$ cat src/design/bbit_pkg.sv
package bbit_pkg;

  localparam int COORD_BITS_DEF = 16;
  localparam int IN_BITS        = 16;
  localparam int RATIO_BITS     = 17;
  localparam int FRAC_BITS      = 16;
  localparam int DIV_STEPS      = FRAC_BITS;
  localparam int DIV_CNT_BITS   = $clog2(DIV_STEPS);

  localparam logic [RATIO_BITS-1:0] RATIO_ONE = RATIO_BITS'(1) << FRAC_BITS;

  typedef enum logic [3:0] {
    S_IDLE,
    S_OVL,
    S_MUL_I,
    S_MUL_A,
    S_MUL_B,
    S_UNION,
    S_CHECK,
    S_DIV,
    S_UPDATE
  } state_t;

  typedef enum logic [1:0] {
    MUL_INTER,
    MUL_AREA_A,
    MUL_AREA_B
  } mul_sel_t;

  typedef struct packed {
    logic     load;
    logic     ovl;
    logic     mul_en;
    mul_sel_t mul_sel;
    logic     take_inter;
    logic     take_area_a;
    logic     add_area_b;
    logic     check;
    logic     div_step;
    logic     update;
  } cmd_t;

  typedef struct packed {
    logic needs_div;
    logic last;
    logic out_free;
  } stat_t;

endpackage

$ cat src/design/bbit_ctrl.sv
module bbit_ctrl (
  input  logic            clk,
  input  logic            rst,
  input  logic            in_valid,
  output logic            in_ready,
  input  bbit_pkg::stat_t stat,
  output bbit_pkg::cmd_t  cmd
);

  bbit_pkg::state_t state, state_next;
  logic [bbit_pkg::DIV_CNT_BITS-1:0] div_cnt, div_cnt_next;

  always_ff @(posedge clk) begin
    if (rst) begin
      state   <= bbit_pkg::S_IDLE;
      div_cnt <= '0;
    end else begin
      state   <= state_next;
      div_cnt <= div_cnt_next;
    end
  end

  always_comb begin
    state_next   = state;
    div_cnt_next = div_cnt;
    in_ready     = 1'b0;
    cmd          = '0;
    cmd.mul_sel  = bbit_pkg::MUL_INTER;
    unique case (state)
      bbit_pkg::S_IDLE: begin
        in_ready = 1'b1;
        if (in_valid) begin
          cmd.load   = 1'b1;
          state_next = bbit_pkg::S_OVL;
        end
      end
      bbit_pkg::S_OVL: begin
        cmd.ovl    = 1'b1;
        state_next = bbit_pkg::S_MUL_I;
      end
      bbit_pkg::S_MUL_I: begin
        cmd.mul_en  = 1'b1;
        cmd.mul_sel = bbit_pkg::MUL_INTER;
        state_next  = bbit_pkg::S_MUL_A;
      end
      bbit_pkg::S_MUL_A: begin
        cmd.take_inter = 1'b1;
        cmd.mul_en     = 1'b1;
        cmd.mul_sel    = bbit_pkg::MUL_AREA_A;
        state_next     = bbit_pkg::S_MUL_B;
      end
      bbit_pkg::S_MUL_B: begin
        cmd.take_area_a = 1'b1;
        cmd.mul_en      = 1'b1;
        cmd.mul_sel     = bbit_pkg::MUL_AREA_B;
        state_next      = bbit_pkg::S_UNION;
      end
      bbit_pkg::S_UNION: begin
        cmd.add_area_b = 1'b1;
        state_next     = bbit_pkg::S_CHECK;
      end
      bbit_pkg::S_CHECK: begin
        cmd.check    = 1'b1;
        div_cnt_next = '0;
        state_next   = stat.needs_div ? bbit_pkg::S_DIV : bbit_pkg::S_UPDATE;
      end
      bbit_pkg::S_DIV: begin
        cmd.div_step = 1'b1;
        div_cnt_next = div_cnt + bbit_pkg::DIV_CNT_BITS'(1);
        if (div_cnt == bbit_pkg::DIV_CNT_BITS'(bbit_pkg::DIV_STEPS - 1)) begin
          state_next = bbit_pkg::S_UPDATE;
        end
      end
      bbit_pkg::S_UPDATE: begin
        // a final pair waits here until the output register is free
        if (!stat.last || stat.out_free) begin
          cmd.update = 1'b1;
          state_next = bbit_pkg::S_IDLE;
        end
      end
      default: begin
        state_next = bbit_pkg::S_IDLE;
      end
    endcase
  end

  assert property (@(posedge clk) disable iff (rst)
    (in_valid && in_ready) |=> (state == bbit_pkg::S_OVL))
    else $error("accepted transaction did not start the sequence");

  assert property (@(posedge clk) disable iff (rst)
    (state == bbit_pkg::S_UPDATE && stat.last && !stat.out_free)
      |=> (state == bbit_pkg::S_UPDATE))
    else $error("left update while the output register was full");

  assert property (@(posedge clk) disable iff (rst)
    (state == bbit_pkg::S_CHECK && !stat.needs_div) |=> (state == bbit_pkg::S_UPDATE))
    else $error("division started when the ratio was already settled");

endmodule

$ cat src/design/bbit_datapath.sv
module bbit_datapath #(
  parameter int COORD_BITS = bbit_pkg::COORD_BITS_DEF
) (
  input  logic                            clk,
  input  logic                            rst,
  input  bbit_pkg::cmd_t                  cmd,
  output bbit_pkg::stat_t                 stat,
  input  logic [bbit_pkg::IN_BITS-1:0]    a_center_x,
  input  logic [bbit_pkg::IN_BITS-1:0]    a_center_y,
  input  logic [bbit_pkg::IN_BITS-1:0]    a_width,
  input  logic [bbit_pkg::IN_BITS-1:0]    a_height,
  input  logic [bbit_pkg::IN_BITS-1:0]    b_center_x,
  input  logic [bbit_pkg::IN_BITS-1:0]    b_center_y,
  input  logic [bbit_pkg::IN_BITS-1:0]    b_width,
  input  logic [bbit_pkg::IN_BITS-1:0]    b_height,
  input  logic                            last_pair,
  output logic                            out_valid,
  input  logic                            out_ready,
  output logic [bbit_pkg::RATIO_BITS-1:0] best_ratio
);

  localparam int CB  = COORD_BITS;
  localparam int OVW = CB + 4;      // signed extent difference, half-lsb units
  localparam int OPW = CB + 2;      // non-negative overlap and multiplier operand
  localparam int PW  = 2 * OPW;
  localparam int AW  = 2 * CB + 3;  // quarter-lsb squared areas and their sums
  localparam int RB  = bbit_pkg::RATIO_BITS;

  logic [CB-1:0] ax, ay, aw, ah, bx, by, bw, bh;
  logic          last;
  logic [OPW-1:0] ow, oh;
  logic          ovl_ok;
  logic [PW-1:0] prod;
  logic [AW-1:0] inter, uni, rem;
  logic [RB-1:0] q, best;

  logic signed [OVW-1:0] dw, dh;
  logic [OPW-1:0] op_a, op_b;
  logic [AW-1:0]  area_prod;
  logic           uni_zero, rem_ge;
  logic [AW:0]    rem_sh, rem_sub;
  logic           div_ge;
  logic [RB-1:0]  best_upd;

  function automatic logic signed [OVW-1:0] ovl_half(
    input logic [CB-1:0] ca, input logic [CB-1:0] sa,
    input logic [CB-1:0] cb, input logic [CB-1:0] sb);
    logic signed [OVW-1:0] la, ra, lb, rb, lft, rgt;
    la  = $signed({3'b000, ca, 1'b0}) - $signed({4'b0000, sa});
    ra  = $signed({3'b000, ca, 1'b0}) + $signed({4'b0000, sa});
    lb  = $signed({3'b000, cb, 1'b0}) - $signed({4'b0000, sb});
    rb  = $signed({3'b000, cb, 1'b0}) + $signed({4'b0000, sb});
    lft = (la > lb) ? la : lb;
    rgt = (ra < rb) ? ra : rb;
    return rgt - lft;
  endfunction

  assign dw = ovl_half(ax, aw, bx, bw);
  assign dh = ovl_half(ay, ah, by, bh);

  always_comb begin
    unique case (cmd.mul_sel)
      bbit_pkg::MUL_INTER: begin
        op_a = ow;
        op_b = oh;
      end
      bbit_pkg::MUL_AREA_A: begin
        op_a = {2'b00, aw};
        op_b = {2'b00, ah};
      end
      bbit_pkg::MUL_AREA_B: begin
        op_a = {2'b00, bw};
        op_b = {2'b00, bh};
      end
      default: begin
        op_a = '0;
        op_b = '0;
      end
    endcase
  end

  // width x height scaled by four to match the half-lsb overlap product
  assign area_prod = {1'b0, prod[2*CB-1:0], 2'b00};

  assign uni_zero = (uni == '0);
  assign rem_ge   = (rem >= uni);

  assign rem_sh  = {rem, 1'b0};
  assign rem_sub = rem_sh - {1'b0, uni};
  assign div_ge  = (rem_sh >= {1'b0, uni});

  assign best_upd = (q > best) ? q : best;

  assign stat.needs_div = !uni_zero && !rem_ge;
  assign stat.last      = last;
  assign stat.out_free  = !out_valid || out_ready;

  always_ff @(posedge clk) begin
    if (cmd.load) begin
      ax   <= CB'(a_center_x);
      ay   <= CB'(a_center_y);
      aw   <= CB'(a_width);
      ah   <= CB'(a_height);
      bx   <= CB'(b_center_x);
      by   <= CB'(b_center_y);
      bw   <= CB'(b_width);
      bh   <= CB'(b_height);
      last <= last_pair;
    end
    if (cmd.ovl) begin
      ow     <= dw[OPW-1:0];
      oh     <= dh[OPW-1:0];
      ovl_ok <= !dw[OVW-1] && !dh[OVW-1];
    end
    if (cmd.mul_en) begin
      prod <= op_a * op_b;
    end
    if (cmd.take_inter) begin
      inter <= ovl_ok ? prod[AW-1:0] : '0;
    end
    if (cmd.take_area_a) begin
      uni <= area_prod - inter;
    end
    if (cmd.add_area_b) begin
      uni <= uni + area_prod;
      rem <= inter;
    end
    if (cmd.check) begin
      q <= (!uni_zero && rem_ge) ? bbit_pkg::RATIO_ONE : '0;
    end
    if (cmd.div_step) begin
      rem <= div_ge ? rem_sub[AW-1:0] : rem_sh[AW-1:0];
      q   <= {q[RB-2:0], div_ge};
    end
    if (cmd.update && last) begin
      best_ratio <= best_upd;
    end
  end

  always_ff @(posedge clk) begin
    if (rst) begin
      best      <= '0;
      out_valid <= 1'b0;
    end else begin
      if (cmd.update && last) begin
        out_valid <= 1'b1;
      end else if (out_valid && out_ready) begin
        out_valid <= 1'b0;
      end
      if (cmd.update) begin
        if (last) begin
          best <= '0;
        end else begin
          best <= best_upd;
        end
      end
    end
  end

  assert property (@(posedge clk) disable iff (rst)
    best <= bbit_pkg::RATIO_ONE)
    else $error("running best above one");

  assert property (@(posedge clk) disable iff (rst)
    cmd.div_step |-> (rem < uni))
    else $error("division remainder not below the union");

  assert property (@(posedge clk) disable iff (rst)
    (cmd.update && last) |=> (out_valid && best == '0))
    else $error("final pair did not load the output and clear the best");

endmodule

$ cat src/design/best_box_iou_tracker_core.sv
// channel | signals                                   | moves
// input   | in_valid, in_ready, a_*, b_*, last_pair   | one box pair per transaction
// output  | out_valid, out_ready, best_ratio          | best iou of a set, q1.16
//
// an item passes from one acceptance to the next through the accepting idle state,
// an overlap step, three products on one shared multiplier, a union step, a check,
// 16 steps of a restoring divider and an update
// an item whose ratio is settled at the check (zero union, full overlap) skips the divider
// rst is synchronous and clears the sequencer, the running best and out_valid
// a final pair stalls in its update cycle only while a previous result is still held
module best_box_iou_tracker_core #(
  parameter int COORD_BITS = bbit_pkg::COORD_BITS_DEF
) (
  input  logic                            clk,
  input  logic                            rst,
  input  logic                            in_valid,
  output logic                            in_ready,
  input  logic [bbit_pkg::IN_BITS-1:0]    a_center_x,
  input  logic [bbit_pkg::IN_BITS-1:0]    a_center_y,
  input  logic [bbit_pkg::IN_BITS-1:0]    a_width,
  input  logic [bbit_pkg::IN_BITS-1:0]    a_height,
  input  logic [bbit_pkg::IN_BITS-1:0]    b_center_x,
  input  logic [bbit_pkg::IN_BITS-1:0]    b_center_y,
  input  logic [bbit_pkg::IN_BITS-1:0]    b_width,
  input  logic [bbit_pkg::IN_BITS-1:0]    b_height,
  input  logic                            last_pair,
  output logic                            out_valid,
  input  logic                            out_ready,
  output logic [bbit_pkg::RATIO_BITS-1:0] best_ratio
);

  bbit_pkg::cmd_t  cmd;
  bbit_pkg::stat_t stat;

  bbit_ctrl u_ctrl (
    .clk      (clk),
    .rst      (rst),
    .in_valid (in_valid),
    .in_ready (in_ready),
    .stat     (stat),
    .cmd      (cmd)
  );

  bbit_datapath #(
    .COORD_BITS (COORD_BITS)
  ) u_datapath (
    .clk        (clk),
    .rst        (rst),
    .cmd        (cmd),
    .stat       (stat),
    .a_center_x (a_center_x),
    .a_center_y (a_center_y),
    .a_width    (a_width),
    .a_height   (a_height),
    .b_center_x (b_center_x),
    .b_center_y (b_center_y),
    .b_width    (b_width),
    .b_height   (b_height),
    .last_pair  (last_pair),
    .out_valid  (out_valid),
    .out_ready  (out_ready),
    .best_ratio (best_ratio)
  );

endmodule
$ cat config.mk
export PLATFORM = sky130hd
export DESIGN_NAME = best_box_iou_tracker_core
export DESIGN_NICKNAME = d
export VERILOG_FILES = /design/src/design/bbit_pkg.sv /design/src/design/bbit_ctrl.sv /design/src/design/bbit_datapath.sv /design/src/design/best_box_iou_tracker_core.sv
export SDC_FILE = /design/constraint.sdc
export NUM_CORES = 2
export LEC_CHECK = 0
export ABC_AREA = 1
export BUFFER_PORTS_ARGS = -buffer_cell sky130_fd_sc_hd__buf_2
export CORE_MARGIN = 3
export CORE_UTILIZATION = 60
export DETAILED_ROUTE_END_ITERATION = 6
export PLACE_DENSITY_LB_ADDON = 0.15
export SYNTH_ARGS = -nofsm -noshare
export SYNTH_HDL_FRONTEND = slang
export SYNTH_SLANG_ARGS = --single-unit
$ cat constraint.sdc
create_clock -name clk -period 31.4 [get_ports clk]
set_clock_uncertainty 0.2 [all_clocks]
set_input_delay 1.57 -clock clk [delete_from_list [all_inputs] [get_ports clk]]
set_output_delay 1.57 -clock clk [all_outputs]
set_load 0.03 [all_outputs]
Word level (Yosys, flattened, before mapping)
Cells that the tools add are included.
Storage, ports and cells
  flip-flop bits (word level): 366
  latch bits: 0
  memory bits (writable): 0
  memory bits (read-only): 0
  bits of input ports: 133
  output and inout bits: 19
  word-level logic and storage cells: 116
  memories: 0
Cells by class
  add/subtract/negate cells: 14
  multiply operators: 1
  divide/modulo/power cells: 0
  magnitude comparators: 7
  eq/ne operators: 14
  shift operators: 0
  mux-type cells: 36
  bitwise logic cells: 0
  reduce and logical (&&, ||, !) cells: 22
Operators with widths (number)
  $mux W35: 5
  $pmux W18 S3: 2
  $mux W17: 5
  $mux W20: 4
  $add A17 B16 Y18: 4
  $sub A17 B16 Y18: 4
  $gt A20 B20 Y1: 2
  $lt A20 B20 Y1: 2
  $sub A20 B20 Y20: 2
  $ge A36 B35 Y1: 1
  $pmux W4 S9: 1
  $add A35 B34 Y35: 1
  $ge A35 B35 Y1: 1
  $logic_not A35 Y1: 1
  $mul A18 B18 Y35: 1
  $sub A34 B35 Y35: 1
  $sub A35 B35 Y35: 1
  $gt A17 B17 Y1: 1
  $eq A4 B3 Y1 const B: 4
  $mux W4: 4
  $mux W1: 13
  $reduce_bool A2 Y1: 5
  $pmux W3 S3: 1
  $eq A4 B2 Y1 const B: 2
  other kinds (14): 26

Logic depth before layout (Yosys ltp)
  depth after elaboration: 7
  mapped depth: 38
  depth with buffers taken out: 36

Hierarchy
A second synthesis with hierarchy kept.
Second synthesis, totals
  cell total of the unflattened synthesis: 5621
  area total of the unflattened synthesis: 42843.6 µm²
Modules (own cells, without submodules)
  bbit_datapath: times used 1, cells each 5535, area each 42284.3 µm², seq. area each 10570.1 µm²
  bbit_ctrl: times used 1, cells each 86, area each 559.3 µm², seq. area each 160.2 µm²

Worst setup path before layout
Ideal clock, no wire load.
  path kind: input to register
  from: in in_valid
  to: reg u_datapath.ah[0], enable pin
  setup time: 0.776 ns
  arrival: 10.296 ns
  data required time: 30.424 ns
  setup slack: 20.129 ns
  stages on the path: 2
  buffers on the path: 0
  path through: inv_1 -> nor3_1
RTL lines
  from (decl): RTL line best_box_iou_tracker_core.sv:16  | input logic in_valid,
  to (signal assigned): RTL line bbit_datapath.sv:103  | ah <= CB'(a_height);
  to (decl): RTL line bbit_datapath.sv:29  | logic [CB-1:0] ax, ay, aw, ah, bx, by, bw, bh;

Final worst setup path
  from: reg u_ctrl.state[1]
  to: reg u_datapath.prod[24], data pin
Between the ends
  word-level cells in the longest chain between the ends: 5
  elaborated cells on any way between the ends: 10
  those cells by class: 1 x mul; 5 x eq/ne; 3 x mux; 1 x reduce/logical
RTL lines
  from (decl): RTL line bbit_ctrl.sv:10  | bbit_pkg::state_t state, state_next;
  from (signal assigned): RTL line bbit_ctrl.sv:15  | state <= bbit_pkg::S_IDLE;
  from (signal assigned): RTL line bbit_ctrl.sv:18  | state <= state_next;
  $eq A4 B3 Y1 or $eq A4 B2 Y1 (tied branches): RTL line bbit_ctrl.sv:29  | unique case (state)
  $pmux W3 S3 (*): RTL line bbit_ctrl.sv:29
  $eq A2 B2 Y1, or another cell as far along: RTL line bbit_datapath.sv:62  | unique case (cmd.mul_sel)
  $pmux W18 S3: RTL line bbit_datapath.sv:62
  $mul A18 B18 Y35 (*): RTL line bbit_datapath.sv:116  | prod <= op_a * op_b;
  to (signal assigned): RTL line bbit_datapath.sv:116
  to (decl): RTL line bbit_datapath.sv:33  | logic [PW-1:0] prod;
Mark *: on every way between the ends. The rest lies on a longest branch, timed or not.
A chain may end at the register's enable or synchronous reset.

==> key figures <==
Status
  • Status: completed

GRT
  • Tot GR Track Use: 36.7%
  • Largest net degree at the start of global routing: 124
  • Grt ovf: 0
  • Vias in the first global route: 39,500
  • First-pass GRT wire length: 213,000 µm
  • Initial antenna violation count: 3

Placed design
  • Post-place setup slack: 22.88 ns
  • Port buffer count: 151
  • RD Place Congestion: 0.992
  • Detail Placement HPWL: 112,000 µm

CTS
  • Root Driver: clkbuf_16
  • Clock buffer depth: 3
  • CTS Hold Buffers Added: 0
  • Reg clk slew, reported paths: 0.07 ns
  • CTS Buf Count: 44
  • TritonCTS clock tree: built
  • Worst-skew pair later-pin latency: 0.61 ns
  • Post-CTS Resized: 0
  • Post-CTS Setup Inserts: 0
  • Clock sink count: 366
  • CTS H-Tree Depth: 2

Synthesis
  • Post-synth net total: 6,560
  • Yosys Warn Count: 0
  • Avg Cell Area, Syn: 7.57 µm²
  • EDFF count, synth: 340
  • #FFs+latches synth: 366
  • Most used flip-flop cell after synthesis: edfxtp_1
  • Yosys cell types: 51
  • Synthesized area: 0.0430 mm²
  • Post-Syn Instances: 5,673
  • FFs w/ async S/R, synth: 0%
  • Sequential element share of the synthesized area: 25.0%

STA
  • Final WS setup: 22.86 ns
  • Final Hold Fails: 0
  • Peak Freq: 117 MHz
  • Final slew viol count: 0
  • Period utilization: 27.2%
  • Setup TNS: 0 ns
  • Tmin final: 8.54 ns
  • Relative slew slack: 19.2%
  • Slew @ Worst Pin: 1.21 ns
  • RSZ-0062 raised after global routing: no
  • Final setup vio count: 0

Layout
  • Share of cells above drive strength 1: 5.22%
  • Area Overhead vs Synth: 7.26%
  • Nets: 6,661

Setup path
  • Required @ worst endpoint: 31.56 ns
  • R2R setup slack: 22.86 ns
  • Crit path max fanout: 37
  • Worst Path Arrival: 8.71 ns
  • Crit Path Category: flip-flop to flip-flop
  • Crit start category: flip-flop
  • Crit end category: flip-flop

Die
  • Die width: 274 µm
  • Die ar.: 0.0748 mm²
  • Die Span Y: 274 µm
  • Initial core utilization: 60.9%
  • Core area: 0.0705 mm²
  • FP Rows: 97
  • I/O pins: 152

Drt
  • Total wire length: 137,000 µm
  • DR vias: 39,200
  • Remaining DRCs: 0
  • Vias per cell: 5.81
  • Initial DRT Pass Iterations: 6
  • Initial DRC Count: 3,407
  • Number of routed nets with antenna violations: 0
  • Wire per inst: 20.3 µm

Job
  • Max Cap Viol: 0

Min path
  • HP Class: flip-flop to flip-flop
## stage by stage
step / area (µm²) / std cells / hold slack (ns) / util [%]
after CTS: 46100 / 6748 / 0.266 / 65.3
after detailed placement: 44500 / 6668 / 0.257 / 63.1
final: 46100 / 6750 / 0.266 / 65.3
after floorplan: 43000 / 5673 / 0.239 / -
after global placement: 44500 / 6668 / 0.252 / 63.1
after global routing: 46100 / 6749 / 0.280 / 65.3
## area by class of cell
class,instances,area [µm²]
clock buffer,49,1150
clock inverter,31,395
fill,6228,24400
multi-input combinational,4096,27600
sequential,366,10700
tap,940,1180
antenna,2,5.00
inverter,1100,4130
timing repair buffer,166,881
## worst paths after layout
check | startpoint | end | cells after the start
setup / recovery | u_ctrl.state[1] | u_datapath.prod[24] | 27
hold / removal | u_datapath.best[9] | u_datapath.best[9] | 2
setup reg to reg | u_ctrl.state[1] | u_datapath.prod[24] | 27
hold reg to reg | u_datapath.best[9] | u_datapath.best[9] | 2
## state kept, by name, summed over array words and instances (netlist names), 16 cells and up
register               count
u_datapath.rem            35
u_datapath.ow             18
u_datapath.oh             18
u_datapath.uni            35
u_datapath.best_ratio     17
u_datapath.ah             16
u_datapath.by             16
u_datapath.aw             16
u_datapath.ax             16
u_datapath.bx             16
u_datapath.inter          35
u_datapath.bw             16
u_datapath.bh             16
u_datapath.q              17
u_datapath.prod           35
u_datapath.best           17
u_datapath.ay             16
## worst max-delay path, cell delays in order (launching register included)
cell and delay (ns):
dfxtp_1 0.43, nand2_1 0.18, nor2_4 0.13, buf_4 0.47, inv_2 0.51, o22ai_1 0.35
a21oi_1 0.11, inv_1 0.58, nand2_1 0.11, inv_1 0.09, fa_1 0.41, inv_1 0.08
fa_1 0.43, fa_1 0.51, inv_1 0.05, fa_1 0.48, fa_1 0.48, inv_1 0.05
fa_1 0.47, inv_1 0.04, ha_1 0.33, a21oi_1 0.22, a21boi_0 0.50, nand3_1 0.36
a21oi_1 0.37, nor2_1 0.07, nor2_1 0.12, xnor2_1 0.07
## kinds of logic (layout without fill, tap and decap cells)
| kind of cell | Yosys count | count (layout) | synth area share [%] |
|---|---|---|---|
| AOI/OAI and AO/OA | 940 | 940 | 12.4 |
| xor gates and xnor gates | 183 | 183 | 3.73 |
| adders and majority gates | 754 | 754 | 26.6 |
| buffers and inverters | 1211 | 1346 | 10.9 |
| DFF | 366 | 366 | 25.0 |
| muxes | 1 | 1 | 0.0233 |
| other | 0 | 2 | 0 |
| and+or+nand+nor | 2218 | 2218 | 21.4 |
## cells in the final DEF, fill, tap and decap left out, drive strengths merged, types with 10 or more instances in the layout
cell type     n
xor2        132
a21oi       427
nor3         63
dfxtp        26
nand3b       29
clkbuf       49
buf         166
nand2      1360
o22ai        20
o221ai       15
xnor2        51
clkinv       21
o31ai        14
and2         18
ha          487
nor2        386
nor4         15
nand4        58
inv        1094
a21boi       21
nand3       278
edfxtp      340
o211ai       10
fa          267
a21o         34
o21a         19
o21ai       306
a31oi        12
o21bai       45
## cells in the mapped netlist (all sizes together), types with 3 or more instances
library cell	number	area [µm²]
dfxtp	26	521
buf	66	365
o21a	19	143
o2111ai	5	43.8
a21o	34	255
nor3b	3	22.5
nand4	58	363
nand3b	29	218
ha	487	6090
a31oi	12	75.1
o31ai	14	105
nand2	1360	5120
nor4	15	93.8
nand3	278	1400
o221ai	15	246
o2bb2ai	3	26.3
or2	7	43.8
inv	1091	4100
a21oi	427	2140
xor2	132	1160
o211ai	10	75.1
a211oi	4	30.0
edfxtp	340	10200
nor3	63	315
o22ai	20	125
o21ai	306	1540
o21bai	45	338
and2	18	113
nor2	386	1480
xnor2	51	447
a21boi	21	158
a221oi	3	26.3
fa	267	5350
clkbuf	45	169
clkinv	9	33.8
## routing by layer
metal  track usage (%)  wire [µm]  vias to the layer above
li1                  -          -                    18600
met1              43.2      51700                    18500
met4              19.8       8620                        2
met2              63.8      66100                     1774
met3              5.95      10700                      373
met5                 0          5                        -
Power is not shown: default switching activity piles up to over one toggle a cycle in this logic, so the estimate is an artifact.
